$ cat src/hw/rtl/http_method_token_recognizer_defines.svh
// Assertion macros for the HTTP method token recognizer.
// Each macro expects signals named clk and rst_n in the scope where it is used.
`ifndef HTTP_METHOD_TOKEN_RECOGNIZER_DEFINES_SVH
`define HTTP_METHOD_TOKEN_RECOGNIZER_DEFINES_SVH

// The consequent holds in the same cycle as the antecedent.
`define HMTR_ASSERT_SAME(lbl, pre, post) \
  lbl: assert property (@(posedge clk) disable iff (!rst_n) (pre) |-> (post)) \
    else $error("hmtr assertion failed");

// The consequent holds in the cycle after the antecedent.
`define HMTR_ASSERT_NEXT(lbl, pre, post) \
  lbl: assert property (@(posedge clk) disable iff (!rst_n) (pre) |=> (post)) \
    else $error("hmtr assertion failed");

`endif

$ cat src/hw/rtl/hmtr_pkg.sv
// Types, constants and method name tables for the HTTP method token recognizer.
// Used by the result channel interface and the top level; depends on nothing.
`default_nettype none

package hmtr_pkg;

  localparam int NUM_METHODS = 8;
  localparam int NAME_SLOTS  = 8;
  localparam int POS_W       = 4;

  localparam logic [7:0] SPACE_BYTE = 8'h20;

  typedef logic [POS_W-1:0]       pos_t;
  typedef logic [NUM_METHODS-1:0] match_t;

  typedef enum logic [3:0] {
    METHOD_NOT_IMPLEMENTED = 4'd0,
    METHOD_OPTIONS         = 4'd1,
    METHOD_GET             = 4'd2,
    METHOD_HEAD            = 4'd3,
    METHOD_POST            = 4'd4,
    METHOD_PUT             = 4'd5,
    METHOD_DELETE          = 4'd6,
    METHOD_TRACE           = 4'd7,
    METHOD_CONNECT         = 4'd8
  } method_code_t;

  function automatic logic [8*NAME_SLOTS-1:0] method_name(input logic [2:0] k);
    logic [8*NAME_SLOTS-1:0] name;
    case (k)
      3'd0: name = {"OPTIONS", 8'h00};
      3'd1: name = {"GET", 40'h0};
      3'd2: name = {"HEAD", 32'h0};
      3'd3: name = {"POST", 32'h0};
      3'd4: name = {"PUT", 40'h0};
      3'd5: name = {"DELETE", 16'h0};
      3'd6: name = {"TRACE", 24'h0};
      3'd7: name = {"CONNECT", 8'h00};
      default: name = '0;
    endcase
    return name;
  endfunction

  function automatic logic [7:0] method_char(input logic [2:0] k, input logic [2:0] slot);
    logic [8*NAME_SLOTS-1:0] name;
    logic [2:0]              rev;
    name = method_name(k);
    rev  = 3'd7 - slot;
    return name[{rev, 3'b000} +: 8];
  endfunction

  function automatic pos_t method_len(input logic [2:0] k);
    pos_t len;
    case (k)
      3'd0: len = 4'd7;
      3'd1: len = 4'd3;
      3'd2: len = 4'd4;
      3'd3: len = 4'd4;
      3'd4: len = 4'd3;
      3'd5: len = 4'd6;
      3'd6: len = 4'd5;
      3'd7: len = 4'd7;
      default: len = '0;
    endcase
    return len;
  endfunction

endpackage

`default_nettype wire

$ cat src/hw/rtl/hmtr_in_if.sv
// Input channel of the HTTP method token recognizer: one request line byte per beat.
// Depends on nothing.
`default_nettype none

interface hmtr_in_if;
  logic       valid;
  logic       ready;
  logic [7:0] data_byte;
  logic       token_start;

  modport source (output valid, output data_byte, output token_start, input ready);
  modport sink (input valid, input data_byte, input token_start, output ready);
endinterface

`default_nettype wire

$ cat src/hw/rtl/hmtr_out_if.sv
// Result channel of the HTTP method token recognizer: one method code per beat.
// Depends on hmtr_pkg for the method code type.
`default_nettype none

interface hmtr_out_if;
  logic                  valid;
  logic                  ready;
  hmtr_pkg::method_code_t method_code;

  modport source (output valid, output method_code, input ready);
  modport sink (input valid, input method_code, output ready);
endinterface

`default_nettype wire

$ cat src/hw/rtl/http_method_token_recognizer.sv
// Top level of the HTTP method token recognizer.
// Depends on hmtr_pkg, hmtr_in_if, hmtr_out_if and the assertion macro header.
//
// Accepts one byte of an HTTP request line per beat, at one beat per clock, and
// emits one method code beat for each token closed by a space. A byte first lands
// in an input register; as it leaves that register it updates the per-method match mask
// and position counter and, on a space, loads the result register; so a space byte passes
// the input register and then the result register before its result is presented, which
// holds while the result channel stalls. A held result stalls the input register, and
// through it the input. Bytes outside a token produce nothing.
// Tokens longer than MAX_TOKEN_LEN bytes, or with no exact match, report not implemented.
`default_nettype none

`include "http_method_token_recognizer_defines.svh"

module http_method_token_recognizer #(
  parameter int MAX_TOKEN_LEN = 8
) (
  input  wire          clk,
  input  wire          rst_n,
  hmtr_in_if.sink      in_if,
  hmtr_out_if.source   out_if
);

  localparam hmtr_pkg::pos_t MAX_POS = hmtr_pkg::pos_t'(MAX_TOKEN_LEN);

  logic                   s1_valid_r;
  logic                   s1_valid_nxt;
  logic [7:0]             s1_byte_r;
  logic                   s1_start_r;
  logic                   s1_fire;

  hmtr_pkg::match_t       match_r;
  hmtr_pkg::match_t       match_nxt;
  hmtr_pkg::pos_t         pos_r;
  hmtr_pkg::pos_t         pos_nxt;
  logic                   active_r;
  logic                   active_nxt;

  logic                   out_valid_r;
  logic                   out_valid_nxt;
  hmtr_pkg::method_code_t code_r;
  hmtr_pkg::method_code_t code_nxt;

  logic                   emit;
  hmtr_pkg::match_t       cur_match;
  hmtr_pkg::pos_t         cur_pos;
  logic                   cur_active;

  assign s1_fire     = s1_valid_r && (!out_valid_r || out_if.ready);
  assign in_if.ready = !s1_valid_r || s1_fire;
  assign s1_valid_nxt = (in_if.valid && in_if.ready) || (s1_valid_r && !s1_fire);

  always_ff @(posedge clk) begin
    if (!rst_n) begin
      s1_valid_r <= 1'b0;
    end else begin
      s1_valid_r <= s1_valid_nxt;
    end
  end

  always_ff @(posedge clk) begin
    if (in_if.valid && in_if.ready) begin
      s1_byte_r  <= in_if.data_byte;
      s1_start_r <= in_if.token_start;
    end
  end

  always_comb begin
    cur_match  = s1_start_r ? '1 : match_r;
    cur_pos    = s1_start_r ? '0 : pos_r;
    cur_active = s1_start_r || active_r;

    match_nxt  = match_r;
    pos_nxt    = pos_r;
    active_nxt = active_r;
    emit       = 1'b0;
    code_nxt   = hmtr_pkg::METHOD_NOT_IMPLEMENTED;

    if (s1_fire && cur_active) begin
      match_nxt  = cur_match;
      pos_nxt    = cur_pos;
      active_nxt = 1'b1;
      if (s1_byte_r == hmtr_pkg::SPACE_BYTE) begin
        emit       = 1'b1;
        active_nxt = 1'b0;
        for (int k = hmtr_pkg::NUM_METHODS - 1; k >= 0; k--) begin
          if (cur_match[k] && hmtr_pkg::method_len(3'(k)) == cur_pos) begin
            code_nxt = hmtr_pkg::method_code_t'(4'(k + 1));
          end
        end
      end else if (cur_pos >= MAX_POS) begin
        match_nxt = '0;
      end else begin
        for (int k = 0; k < hmtr_pkg::NUM_METHODS; k++) begin
          if (!(cur_pos < hmtr_pkg::method_len(3'(k)) &&
                cur_pos < hmtr_pkg::pos_t'(hmtr_pkg::NAME_SLOTS) &&
                hmtr_pkg::method_char(3'(k), cur_pos[2:0]) == s1_byte_r)) begin
            match_nxt[k] = 1'b0;
          end
        end
        pos_nxt = cur_pos + 4'd1;
      end
    end

    out_valid_nxt = s1_fire ? emit : (out_valid_r && !out_if.ready);
  end

  always_ff @(posedge clk) begin
    if (!rst_n) begin
      match_r     <= '1;
      pos_r       <= '0;
      active_r    <= 1'b0;
      out_valid_r <= 1'b0;
    end else begin
      match_r     <= match_nxt;
      pos_r       <= pos_nxt;
      active_r    <= active_nxt;
      out_valid_r <= out_valid_nxt;
    end
  end

  always_ff @(posedge clk) begin
    if (s1_fire && emit) begin
      code_r <= code_nxt;
    end
  end

  assign out_if.valid       = out_valid_r;
  assign out_if.method_code = code_r;

  `HMTR_ASSERT_SAME(a_code_range, out_valid_r, code_r <= hmtr_pkg::METHOD_CONNECT)
  `HMTR_ASSERT_SAME(a_pos_saturates, 1'b1, pos_r <= MAX_POS)
  `HMTR_ASSERT_NEXT(a_space_ends_token,
                    s1_fire && s1_byte_r == hmtr_pkg::SPACE_BYTE, !active_r)
  `HMTR_ASSERT_NEXT(a_emit_loads_result, s1_fire && emit, out_valid_r && code_r == $past(code_nxt))
  `HMTR_ASSERT_SAME(a_empty_stage_ready, !s1_valid_r, in_if.ready)

endmodule

`default_nettype wire
$ cat src/flat_wrapper.sv
// flat-port wrapper written by rule: the top's interface ports become plain ports
module http_method_token_recognizer_flat 
#(
  parameter int MAX_TOKEN_LEN = 8
)
  (clk, rst_n, in_if_valid, in_if_data_byte, in_if_token_start, in_if_ready, out_if_valid, out_if_method_code, out_if_ready);
  hmtr_in_if in_if_i ();
  hmtr_out_if out_if_i ();
  input  wire clk;
  input  wire rst_n;
  input wire logic [$bits(in_if_i.valid)-1:0] in_if_valid;
  input wire logic [$bits(in_if_i.data_byte)-1:0] in_if_data_byte;
  input wire logic [$bits(in_if_i.token_start)-1:0] in_if_token_start;
  output wire logic [$bits(in_if_i.ready)-1:0] in_if_ready;
  output wire logic [$bits(out_if_i.valid)-1:0] out_if_valid;
  output wire logic [$bits(out_if_i.method_code)-1:0] out_if_method_code;
  input wire logic [$bits(out_if_i.ready)-1:0] out_if_ready;
  assign in_if_i.valid = in_if_valid;
  assign in_if_i.data_byte = in_if_data_byte;
  assign in_if_i.token_start = in_if_token_start;
  assign in_if_ready = in_if_i.ready;
  assign out_if_valid = out_if_i.valid;
  assign out_if_method_code = out_if_i.method_code;
  assign out_if_i.ready = out_if_ready;
  http_method_token_recognizer #(.MAX_TOKEN_LEN(MAX_TOKEN_LEN)) u_core (.clk(clk), .rst_n(rst_n), .in_if(in_if_i), .out_if(out_if_i));
endmodule
$ cat config.mk
export PLATFORM = sky130hd
export DESIGN_NAME = http_method_token_recognizer_flat
export DESIGN_NICKNAME = d
export VERILOG_FILES = /design/src/hw/rtl/hmtr_pkg.sv /design/src/hw/rtl/hmtr_in_if.sv /design/src/hw/rtl/hmtr_out_if.sv /design/src/hw/rtl/http_method_token_recognizer.sv /design/src/flat_wrapper.sv
export VERILOG_INCLUDE_DIRS = /design/src /design/src/hw/rtl
export SDC_FILE = /design/constraint.sdc
export NUM_CORES = 1
export LEC_CHECK = 0
export ABC_AREA = 1
export BUFFER_PORTS_ARGS = -buffer_cell sky130_fd_sc_hd__buf_2
export CAP_MARGIN = 20
export CORE_MARGIN = 2
export CORE_UTILIZATION = 57
export DETAILED_ROUTE_END_ITERATION = 7
export MAX_ROUTING_LAYER = met4
export PLACE_DENSITY = 0.77
export SYNTH_ARGS = -nofsm -noshare
export SYNTH_HDL_FRONTEND = slang
export SYNTH_SLANG_ARGS = --single-unit
$ cat constraint.sdc
create_clock -name clk -period 2.8 [get_ports clk]
set_input_delay 0.28 -clock clk [delete_from_list [all_inputs] [get_ports clk]]
set_output_delay 0.28 -clock clk [all_outputs]
set_load 0.01 [all_outputs]
Yosys cells after proc, flatten, opt, wreduce, memory -nomap -nowiden
Cells that the tools add are included.

operators by class
  $add $sub $neg = 2
  order comparisons = 7
  equality and inequality tests = 14
  shifts and indexed selects = 8
  muxes and demuxes = 75
  bitwise gates (word level) = 2
  reduce and logical (&&, ||, !) cells = 39

operators by type and width
  cell                 count
  $mux 64              24
  $shiftx 64x7->8      8
  $mux 4               29
  $eq 8x8->1           8
  $logic_and 1x1->1    27
  $mux 8               3
  $eq 4x4->1           5
  $lt 4x4->1           5
  $mux 1               13
  $mux 3               4
  $reduce_or 9->1      1
  $eq 8x6->1 const B   1
  $reduce_or 5->1      1
  $add 4x1->4 const B  1
  $ge 4x4->1 const B   1
  $logic_not 1->1      4
  $logic_or 1x1->1     4
  $lt 4x4->1 const B   1
  $mux 2               2
  $reduce_or 3->1      1
  $sub 3x3->3 const A  1
  $not 1->1            2
  $reduce_and 2->1     1

storage, ports and cells
  bits in registers = 28
  bits of input ports = 13
  output and inout port bits = 6
  word-level logic and storage cells = 158

Longest topological paths before layout
Gate-level depths: netlist of run 1.

  depth after elaboration = 15
  depth in mapped cells = 16
  mapped depth without buffers = 15

Worst setup path before layout of run 1
No wires, ideal clock.

  path type = register to register
  from = register u_core.s1_start_r
  to = register u_core.match_r[2]
  setup time = 0.058 ns
  arrival = 1.874 ns
  required time = 2.742 ns
  slack = 0.868 ns
  stages on the path, launching flop included = 14
  buffers on the path = 0
  period minus slack after synthesis = 1.932 ns
  path through = edfxtp_1 -> nor2_1 -> inv_1 -> ha_1 -> inv_1 -> nand2_2 -> inv_1 -> nand2_1 -> nand2_1 -> nand3_1 -> nand2b_1 -> nand2_1 -> nand2_1 -> nand2_1

between the ends
  cells in the longest elaborated chain, start to end = 8
  elaborated cells on any way between the ends = 15
  classes of those cells = 1 x add/sub; 3 x order compare; 1 x eq/ne; 1 x shift; 5 x mux; 4 x reduce/logical

RTL lines
  what                    line                                 source
  start, declared         http_method_token_recognizer.sv:30   logic s1_start_r;
  start signal, assigned  http_method_token_recognizer.sv:65   s1_start_r <= in_if.token_start;
  $mux 4                  http_method_token_recognizer.sv:71   cur_pos = s1_start_r ? '0 : pos_r;
  $sub 3x3->3             hmtr_pkg.sv:48                       rev = 3'd7 - slot;
  $shiftx 64x7->8         hmtr_pkg.sv:49                       return name[{rev, 3'b000} +: 8];
  $eq 8x8->1              http_method_token_recognizer.sv:98   hmtr_pkg::method_char(3'(k), cur_pos[2:0]) == s1_byte_r)) begin
  $logic_and 1x1->1       http_method_token_recognizer.sv:97   cur_pos < hmtr_pkg::pos_t'(hmtr_pkg::NAME_SLOTS) &&
  $mux 1                  http_method_token_recognizer.sv:96   if (!(cur_pos < hmtr_pkg::method_len(3'(k)) &&
  $mux 8                  http_method_token_recognizer.sv:92   end else if (cur_pos >= MAX_POS) begin
  $mux 8                  http_method_token_recognizer.sv:84   if (s1_byte_r == hmtr_pkg::SPACE_BYTE) begin
  end signal, assigned    http_method_token_recognizer.sv:116  match_r <= match_nxt;
  end, declared           http_method_token_recognizer.sv:33   hmtr_pkg::match_t match_r;

Parallel ways exist; a longest one is shown, timed or not.
A chain may end at the register's enable or synchronous reset.

Worst setup path after layout of run 1
Ends and elaborated chain as after synthesis.

==> results of run 1 <==
## cell usage in the layout (no fill, tap or decap)
cell type                   count
sky130_fd_sc_hd__a31oi_1        1
sky130_fd_sc_hd__nand3_2        1
sky130_fd_sc_hd__nand2b_1       1
sky130_fd_sc_hd__nor2_4         2
sky130_fd_sc_hd__nor3b_2        1
sky130_fd_sc_hd__o211ai_1       4
sky130_fd_sc_hd__o21ai_0        8
sky130_fd_sc_hd__buf_4          3
sky130_fd_sc_hd__clkinv_2       1
sky130_fd_sc_hd__a21oi_1       16
sky130_fd_sc_hd__clkbuf_16      1
sky130_fd_sc_hd__nor3_1         8
sky130_fd_sc_hd__clkbuf_8       3
sky130_fd_sc_hd__o21ai_1        3
sky130_fd_sc_hd__buf_2         18
sky130_fd_sc_hd__edfxtp_1      13
sky130_fd_sc_hd__nand3_1       27
sky130_fd_sc_hd__nand2_2        7
sky130_fd_sc_hd__xor2_1         9
sky130_fd_sc_hd__dfxtp_1       15
sky130_fd_sc_hd__nor2_2         4
sky130_fd_sc_hd__nand4_1        7
sky130_fd_sc_hd__nand3b_1       1
sky130_fd_sc_hd__clkinv_1       4
sky130_fd_sc_hd__inv_1         31
sky130_fd_sc_hd__a21boi_0       1
sky130_fd_sc_hd__ha_1           7
sky130_fd_sc_hd__inv_2          2
sky130_fd_sc_hd__nor3_4         1
sky130_fd_sc_hd__nand2_1      107
sky130_fd_sc_hd__o22ai_1        1
sky130_fd_sc_hd__nor2_1        43
sky130_fd_sc_hd__or2_2          2
## power by group through the flow
| stage | registers (W) | logic [W] | clock network (W) |
|---|---|---|---|
| after floorplan | 0.000465 | 0.000137 | 0 |
| after global placement | 0.000477 | 0.000160 | 0 |
| after detailed placement | 0.000477 | 0.000161 | 0 |
| after CTS | 0.000467 | 0.000162 | 0.000281 |
| after global routing | 0.000471 | 0.000187 | 0.000295 |
| final | 0.000468 | 0.000165 | 0.000282 |
## synth_stat cells, drive strengths merged
cell,n,area (sq um)
dfxtp,15,300.3
nor3b,1,12.51
or2,2,12.51
o21ai,11,55.05
nand2,114,445.4
nand3b,1,7.510
o211ai,4,30.03
nor3,9,56.31
inv,33,123.9
a31oi,1,6.260
edfxtp,13,390.4
nand2b,1,6.260
nor2,49,208.9
clkinv,5,20.01
o22ai,1,6.260
xor2,9,78.83
ha,7,87.58
nand4,7,43.79
a21boi,1,7.510
a21oi,16,80.08
nand3,28,145.1
buf,10,92.58
## critical path, cell delays in order, from the launching register on
cell and delay [ns]:
sky130_fd_sc_hd__edfxtp_1 0.63, sky130_fd_sc_hd__inv_2 0.20, sky130_fd_sc_hd__nand2_2 0.19, sky130_fd_sc_hd__inv_1 0.15
sky130_fd_sc_hd__ha_1 0.32, sky130_fd_sc_hd__inv_1 0.10, sky130_fd_sc_hd__nand2_2 0.15, sky130_fd_sc_hd__inv_1 0.14
sky130_fd_sc_hd__nand2_1 0.06, sky130_fd_sc_hd__nand2_1 0.06, sky130_fd_sc_hd__nand3_1 0.12, sky130_fd_sc_hd__nand2b_1 0.18
sky130_fd_sc_hd__nand2_1 0.06, sky130_fd_sc_hd__nand2_1 0.05, sky130_fd_sc_hd__nand2_1 0.05
## layer usage
layer | share of wire | up-vias
met3 | 0.082 | 14
met1 | 0.44 | 994
met2 | 0.45 | 100
met5 | 0 | -
met4 | 0.023 | 0
li1 | - | 1118
## state kept, by name (all words and copies together) (netlist names)
name,flops
u_core.pos_r,4
u_core.out_if.method_code,4
u_core.out_if.valid,1
u_core.match_r,8
u_core.s1_byte_r,8
u_core.active_r,1
u_core.s1_valid_r,1
u_core.s1_start_r,1
## final cells by class
class	instances	share of cell area
Clock buffer	4	0.02806
Inverter	38	0.06088
Multi-Input combinational cell	262	0.5458
Sequential cell	28	0.2922
Tap cell	48	0.02541
Timing Repair Buffer	21	0.04764
## per-stage QoR
stage	power (W)	setup WS (ns)
floorplan	0.0006019	0.8683
global placement	0.0006371	0.4847
detailed placement	0.0006372	0.4097
CTS	0.0009102	0.3386
global route	0.0009523	0.02189
finish	0.0009158	0.2878
## cell families (layout without fill, tap and decap cells)
| kind of cell | after synthesis | count (layout) |
|---|---|---|
| buffers and inverters | 48 | 63 |
| DFF | 28 | 28 |
| and+or+nand+nor | 212 | 212 |
| adders and majority gates | 7 | 7 |
| xor gates and xnor gates | 9 | 9 |
| AOI/OAI and AO/OA | 34 | 34 |
## worst min-delay path by stage
stage                                endpoint          startpoint  slack [ns]  cells past startpoint
after CTS                   u_core.s1_start_r   in_if_token_start        0.18                      1
after global placement    u_core.s1_byte_r[7]  in_if_data_byte[7]        0.46                      1
final                       u_core.s1_start_r   in_if_token_start        0.18                      1
after detailed placement  u_core.s1_byte_r[3]  in_if_data_byte[3]        0.46                      1
after floorplan             u_core.match_r[3]               rst_n        0.35                      1
after global routing      u_core.s1_byte_r[6]  in_if_data_byte[6]        0.17                      1
==> impl_metrics.sql, run 1 <==
INSERT INTO impl_metrics (metric_group, metric, value, unit) VALUES
('status', 'status', 'complete, no violations', ''),
('floorplan', 'io_pins', '19', ''),
('sta', 'timing.fmax', '0.3981', 'GHz'),
('clock_network', 'cts_resized', '0', ''),
('sta', 'final-hold-violation-count', '0', ''),
('cells_and_area', 'num_antenna_cells', '0', ''),
('sta', 'grt_setup_unrepaired', 'false', ''),
('logic_synthesis', 'synthDistinctLibCells', '32', ''),
('routing', 'drt-total-wl', '5632', 'um'),
('flow_run', 'max_cap_viol_count', '0', ''),
('cells_and_area', 'multi_input_area', '0.001290', 'sq mm'),
('critical_path', 'r2r-start', 'u_core.s1_start_r', ''),
('cells_and_area', 'final_util', '0.6408', ''),
('sta', 'final.hold.worst_slack', '0.1760', 'ns'),
('routing', 'detail_route.first_pass.iterations', '5', ''),
('sta', 'fin_crit_sh', '0.8972', ''),
('floorplan', 'die-width', '66.37', 'um'),
('pwr', 'combinationalPowerShare', '0.180', ''),
('clock_network', 'clk_transition_reported_paths', '0.10', 'ns'),
('placed_design', 'detailed_place.area', '0.002297', 'sq mm'),
('grt', 'grt_remaining_overflow', '0', ''),
('grt', 'gr-max-usage-layer', 'met2', ''),
('routing', 'drt-initial-drc-count', '233', ''),
('critical_path', 'endpoint', 'u_core.match_r[2]', ''),
('critical_path', 'r2r.worst_path.cells', '14', ''),
('sta', 'clock_skew', '0.01370', 'ns'),
('clock_network', 'cts.sink_count', '28', ''),
('routing', 'via_count', '2226', ''),
('critical_path', 'timing.critical_path.arrival', '2.75', 'ns'),
('pwr', 'cellPowerDensity', '387.5', 'mW/mm^2'),
('cells_and_area', 'syn_to_final_growth', '6.603', '%'),
('logic_synthesis', 'synth_xor_xnor_area_share', '0.03555', ''),
('floorplan', 'floorplan.initialDensity', '0.6011', ''),
('cells_and_area', 'filler_cell_count', '382', ''),
('floorplan', 'die_area', '0.004404', 'sq mm'),
('routing', 'routedWlPerCell', '14.04', 'um'),
('logic_synthesis', 'synth-seq-cells', '28', ''),
('grt', 'grtUsageMet2', '0.4363', ''),
('routing', 'ant_nets', '0', ''),
('floorplan', 'core', '0.003689', 'sq mm'),
('grt', 'groute.usage.overall', '0.2848', ''),
('hold_path', 'worst_hold_path_type', 'in2reg', ''),
('placed_design', 'port_buffers', '18', ''),
('logic_synthesis', 'combinational_family_with_the_most_area_after_synthesis', 'simple AND/OR/NAND/NOR gates', ''),
('pwr', 'p_leak', '1.125', 'nW'),
('placed_design', 'number_of_cells_in_the_design_after_placement', '397', ''),
('critical_path', 'worstSetupStartpoint', 'u_core.s1_start_r', ''),
('placed_design', 'place_congestion', '1.016', ''),
('clock_network', 'cts_hold_buffers', '0', ''),
('critical_path', 'critical_path.endpoint_type', 'flop', ''),
('clock_network', 'post-cts-setup-buffers', '0', ''),
('grt', 'antenna_found_initial', '0', ''),
('logic_synthesis', 'post_synth_net_total', '358', ''),
('cells_and_area', 'finalInstanceArea', '0.002364', 'sq mm'),
('logic_synthesis', 'synth-compound-area-share', '0.08352', ''),
('grt', 'grt_first_pass_wirelength', '9321', 'um'),
('grt', 'largest_net_degree_at_the_start_of_global_routing', '22', ''),
('logic_synthesis', 'post_synth_inst_count', '338', ''),
('sta', 'finalSetupViolCount', '0', ''),
('logic_synthesis', 'syn_area_per_cell', '6.560', 'sq um'),
('clock_network', 'clock_tree.buffer_depth', '2', ''),
('sta', 'tightest_slew', '0.4670', 'ns'),
('sta', 'slew_headroom', '0.6876', ''),
('pwr', 'netSwitchingFraction', '0.2795', ''),
('sta', 'timing.setup.tns', '0', 'ns'),
('clock_network', 'clk_root_buffer_cell', 'sky130_fd_sc_hd__clkbuf_8', ''),
('critical_path', 'worst-setup-path-type', 'reg2reg', ''),
('critical_path', 'internal_reg_to_reg_setup_slack', '0.29', 'ns'),
('cells_and_area', 'ff_latch_area', '690.7', 'sq um'),
('pwr', 'cellInternalPower', '0.0006599', 'W'),
('placed_design', 'detailed_place_hpwl', '4194', 'um');
No activity file was read; power rests on OpenSTA's default activity.
==> inputs of run 2 (changes only) <==
Settings changed: CORE_ASPECT_RATIO from default to 2.
==> run 2 against run 1 <==
  * Flip-flop and latch count unchanged
  * Sequential power about the same
  * Register-to-register slack better by 0.17 ns
  * Via count up 2.7%
  * Setup slack better by 0.17 ns
  * Critical path depth unchanged
  * Combinational power up 4%
  * Utilization down 1.7 points
  * Clock skew down 0.0047 ns
  * Global-route usage up 7.3 points
  * Largest cell class unchanged
  * Highest routed layer unchanged
==> impl_metrics.sql, run 2 (synthesized netlist as in run 1, its figures left out) <==
INSERT INTO impl_metrics (metric_group, metric, value, unit) VALUES
('floorplan', 'io_pins', '19', ''),
('cells_and_area', 'layout_commonest_cell', 'sky130_fd_sc_hd__nand2_1', ''),
('placed_design', 'detailed_place_hpwl', '5339', 'um'),
('routing', 'via_count', '2285', ''),
('grt', 'groute.usage.overall', '0.3579', ''),
('critical_path', 'timing.critical_path.arrival', '2.57', 'ns'),
('clock_network', 'clk_transition_reported_paths', '0.10', 'ns'),
('clock_network', 'cts_hold_buffers', '0', ''),
('cells_and_area', 'layout_cells_sized_above_1', '0.1303', ''),
('pwr', 'p_leak', '1.127', 'nW'),
('grt', 'grt_first_pass_wirelength', '10920', 'um'),
('sta', 'timing.final.ws_setup', '0.4590', 'ns'),
('hold_path', 'beginning_of_the_worst_hold_path', 'in_if_data_byte[6]', ''),
('placed_design', 'detailed_place.area', '0.002301', 'sq mm'),
('grt', 'vias_in_the_first_global_route', '2236', ''),
('cells_and_area', 'num-nets-final', '374', ''),
('routing', 'drt-total-wl', '6786', 'um'),
('clock_network', 'cts_resized', '0', ''),
('critical_path', 'critical_path.endpoint_type', 'flop', ''),
('sta', 'slew_headroom', '0.6892', ''),
('hold_path', 'worst_hold_path_type', 'in2reg', ''),
('sta', 'tightest_slew', '0.4645', 'ns'),
('routing', 'drt-initial-drc-count', '113', ''),
('clock_network', 'post-cts-setup-buffers', '0', ''),
('clock_network', 'clock_insertion_delay_worst_skew', '0.28', 'ns'),
('sta', 'grt_setup_unrepaired', 'false', ''),
('routing', 'detail_route.drc_violations', '0', ''),
('status', 'status', 'complete, no violations', ''),
('clock_network', 'cts-htree-levels', '1', ''),
('critical_path', 'regToRegEndpoint', 'u_core.match_r[1]', ''),
('cells_and_area', 'largest_registers', 'u_core.match_r x8, u_core.s1_byte_r x8', ''),
('routing', 'viasPerCell', '5.656', ''),
('sta', 'final-hold-violation-count', '0', ''),
('cells_and_area', 'finalNonFillerCells', '404', ''),
('floorplan', 'die_area', '0.004435', 'sq mm'),
('placed_design', 'port_buffers', '18', ''),
('sta', 'clock_skew', '0.008965', 'ns'),
('floorplan', 'floorplan.die.height', '92.20', 'um'),
('cells_and_area', 'filler_cell_count', '369', ''),
('critical_path', 'worst_ep_required_time', '3.03', 'ns'),
('clock_network', 'cts_buffers', '3', ''),
('clock_network', 'clock_tree.buffer_depth', '2', ''),
('flow_run', 'max_cap_viol_count', '0', ''),
('routing', 'routedWlPerCell', '16.80', 'um'),
('placed_design', 'number_of_cells_in_the_design_after_placement', '400', ''),
('critical_path', 'worst-setup-path-type', 'reg2reg', ''),
('cells_and_area', 'most-common-layout-cells', 'sky130_fd_sc_hd__nand2_1, sky130_fd_sc_hd__nor2_1, sky130_fd_sc_hd__inv_1', ''),
('critical_path', 'r2r.worst_path.cells', '14', ''),
('floorplan', 'die-width', '48.10', 'um'),
('critical_path', 'crit_slowest_cell', 'sky130_fd_sc_hd__edfxtp_1', ''),
('placed_design', 'place_congestion', '1.063', ''),
('critical_path', 'critical_path.most_common_cell', 'sky130_fd_sc_hd__nand2_1', ''),
('cells_and_area', 'syn_to_final_growth', '6.998', '%'),
('pwr', 'cellPowerDensity', '406.7', 'mW/mm^2'),
('critical_path', 'critical_path_peak_fanout', '11', ''),
('sta', 'fin_crit_sh', '0.8361', ''),
('sta', 'finalCriticalPeriod', '2.341', 'ns'),
('grt', 'antenna_found_initial', '0', ''),
('clock_network', 'clk_root_buffer_cell', 'sky130_fd_sc_hd__clkbuf_8', ''),
('sta', 'timing.final.max_slew_violations', '0', ''),
('pwr', 'vdd_drop_max', '782.8', 'uV'),
('critical_path', 'internal_reg_to_reg_setup_slack', '0.46', 'ns'),
('clock_network', 'cts.sink_count', '28', ''),
('sta', 'timing.fmax', '0.4272', 'GHz'),
('critical_path', 'r2r-start', 'u_core.s1_start_r', ''),
('hold_path', 'worst_hold_path_cell_count', '1', ''),
('critical_path', 'worstSetupStartpointType', 'flop', ''),
('sta', 'finalSetupViolCount', '0', ''),
('cells_and_area', 'num_antenna_cells', '0', ''),
('routing', 'ant_nets', '0', ''),
('sta', 'timing.setup.tns', '0', 'ns'),
('critical_path', 'crit_chain', 'inv_2 > nand2_2 > inv_1 > ha_1 > inv_1 > nand2_2 > nor2_1 > nor2_1 > inv_1 > nor2_1 > nand2_1 > nand2_1 > nand2_1 > nand2_1', ''),
('floorplan', 'floorplan.rows', '32', ''),
('clock_network', 'cts_tree', 'done', ''),
('cells_and_area', 'finalInstanceArea', '0.002372', 'sq mm'),
('placed_design', 'dp_worst_setup_slack', '0.5831', 'ns'),
('routing', 'detail_route.first_pass.iterations', '8', ''),
('hold_path', 'worstHoldEndpoint', 'u_core.s1_byte_r[6]', ''),
('floorplan', 'core', '0.003804', 'sq mm'),
('grt', 'grt_remaining_overflow', '0', ''),
('grt', 'largest_net_degree_at_the_start_of_global_routing', '22', ''),
('critical_path', 'timing.critical_path.slowest_cell_delay', '0.41', 'ns'),
('floorplan', 'floorplan.initialDensity', '0.5829', '');
run 2: stage by stage:
step | total power, W | utilization | hold slack (ns)
6_report | 0.0009647 | 0.6237 | 0.1635
2_1_floorplan | 0.0006019 | - | 0.3487
3_3_place_gp | 0.0006444 | 0.6049 | 0.4498
5_1_grt | 0.001002 | 0.6237 | 0.1624
3_5_place_dp | 0.0006467 | 0.6049 | 0.4535
4_1_cts | 0.0009630 | 0.6237 | 0.1665
run 2: worst max path at each step:
| stage | from | to | slack, ns | depth (start not counted) |
|---|---|---|---|---|
| 6_report | u_core.s1_start_r | u_core.match_r[1] | 0.46 | 14 |
| 5_1_grt | u_core.s1_start_r | u_core.match_r[0] | 0.19 | 14 |
| 4_1_cts | u_core.s1_start_r | u_core.match_r[1] | 0.55 | 14 |
| 3_5_place_dp | u_core.s1_start_r | u_core.match_r[1] | 0.58 | 14 |
| 3_3_place_gp | u_core.s1_start_r | u_core.match_r[1] | 0.64 | 14 |
| 2_1_floorplan | u_core.s1_start_r | u_core.match_r[2] | 0.87 | 13 |
run 2: final cells by class:
type | count | area, sq um | area share
Inverter | 38 | 143.9 | 0.06065
Tap cell | 51 | 63.81 | 0.02690
Timing Repair Buffer | 21 | 112.6 | 0.04747
Clock buffer | 3 | 41.29 | 0.01741
Clock inverter | 1 | 30.03 | 0.01266
Sequential cell | 28 | 690.7 | 0.2911
Multi-Input combinational cell | 262 | 1290 | 0.5438
run 2: per-layer routing:
metal	routed length, um	vias to the layer above	track usage
li1	-	1107	-
met1	2235	1027	0.3615
met2	3674	109	0.5889
met3	384	42	0.06299
met4	491	0	0.2207
met5	0	-	-
run 2: worst max-delay path: cells and delay by family (launching register included):
kind	cells	cell delay, ns
simple gates	9	1.02
buf+inv	4	0.57
flops	1	0.41
fa+ha+maj	1	0.26
run 2: where the power goes:
part | switching, W | internal (W)
Sequential | 0.0000243 | 0.000447
Combinational | 0.000115 | 0.0000578
Clock | 0.000130 | 0.000192
Total | 0.000269 | 0.000696
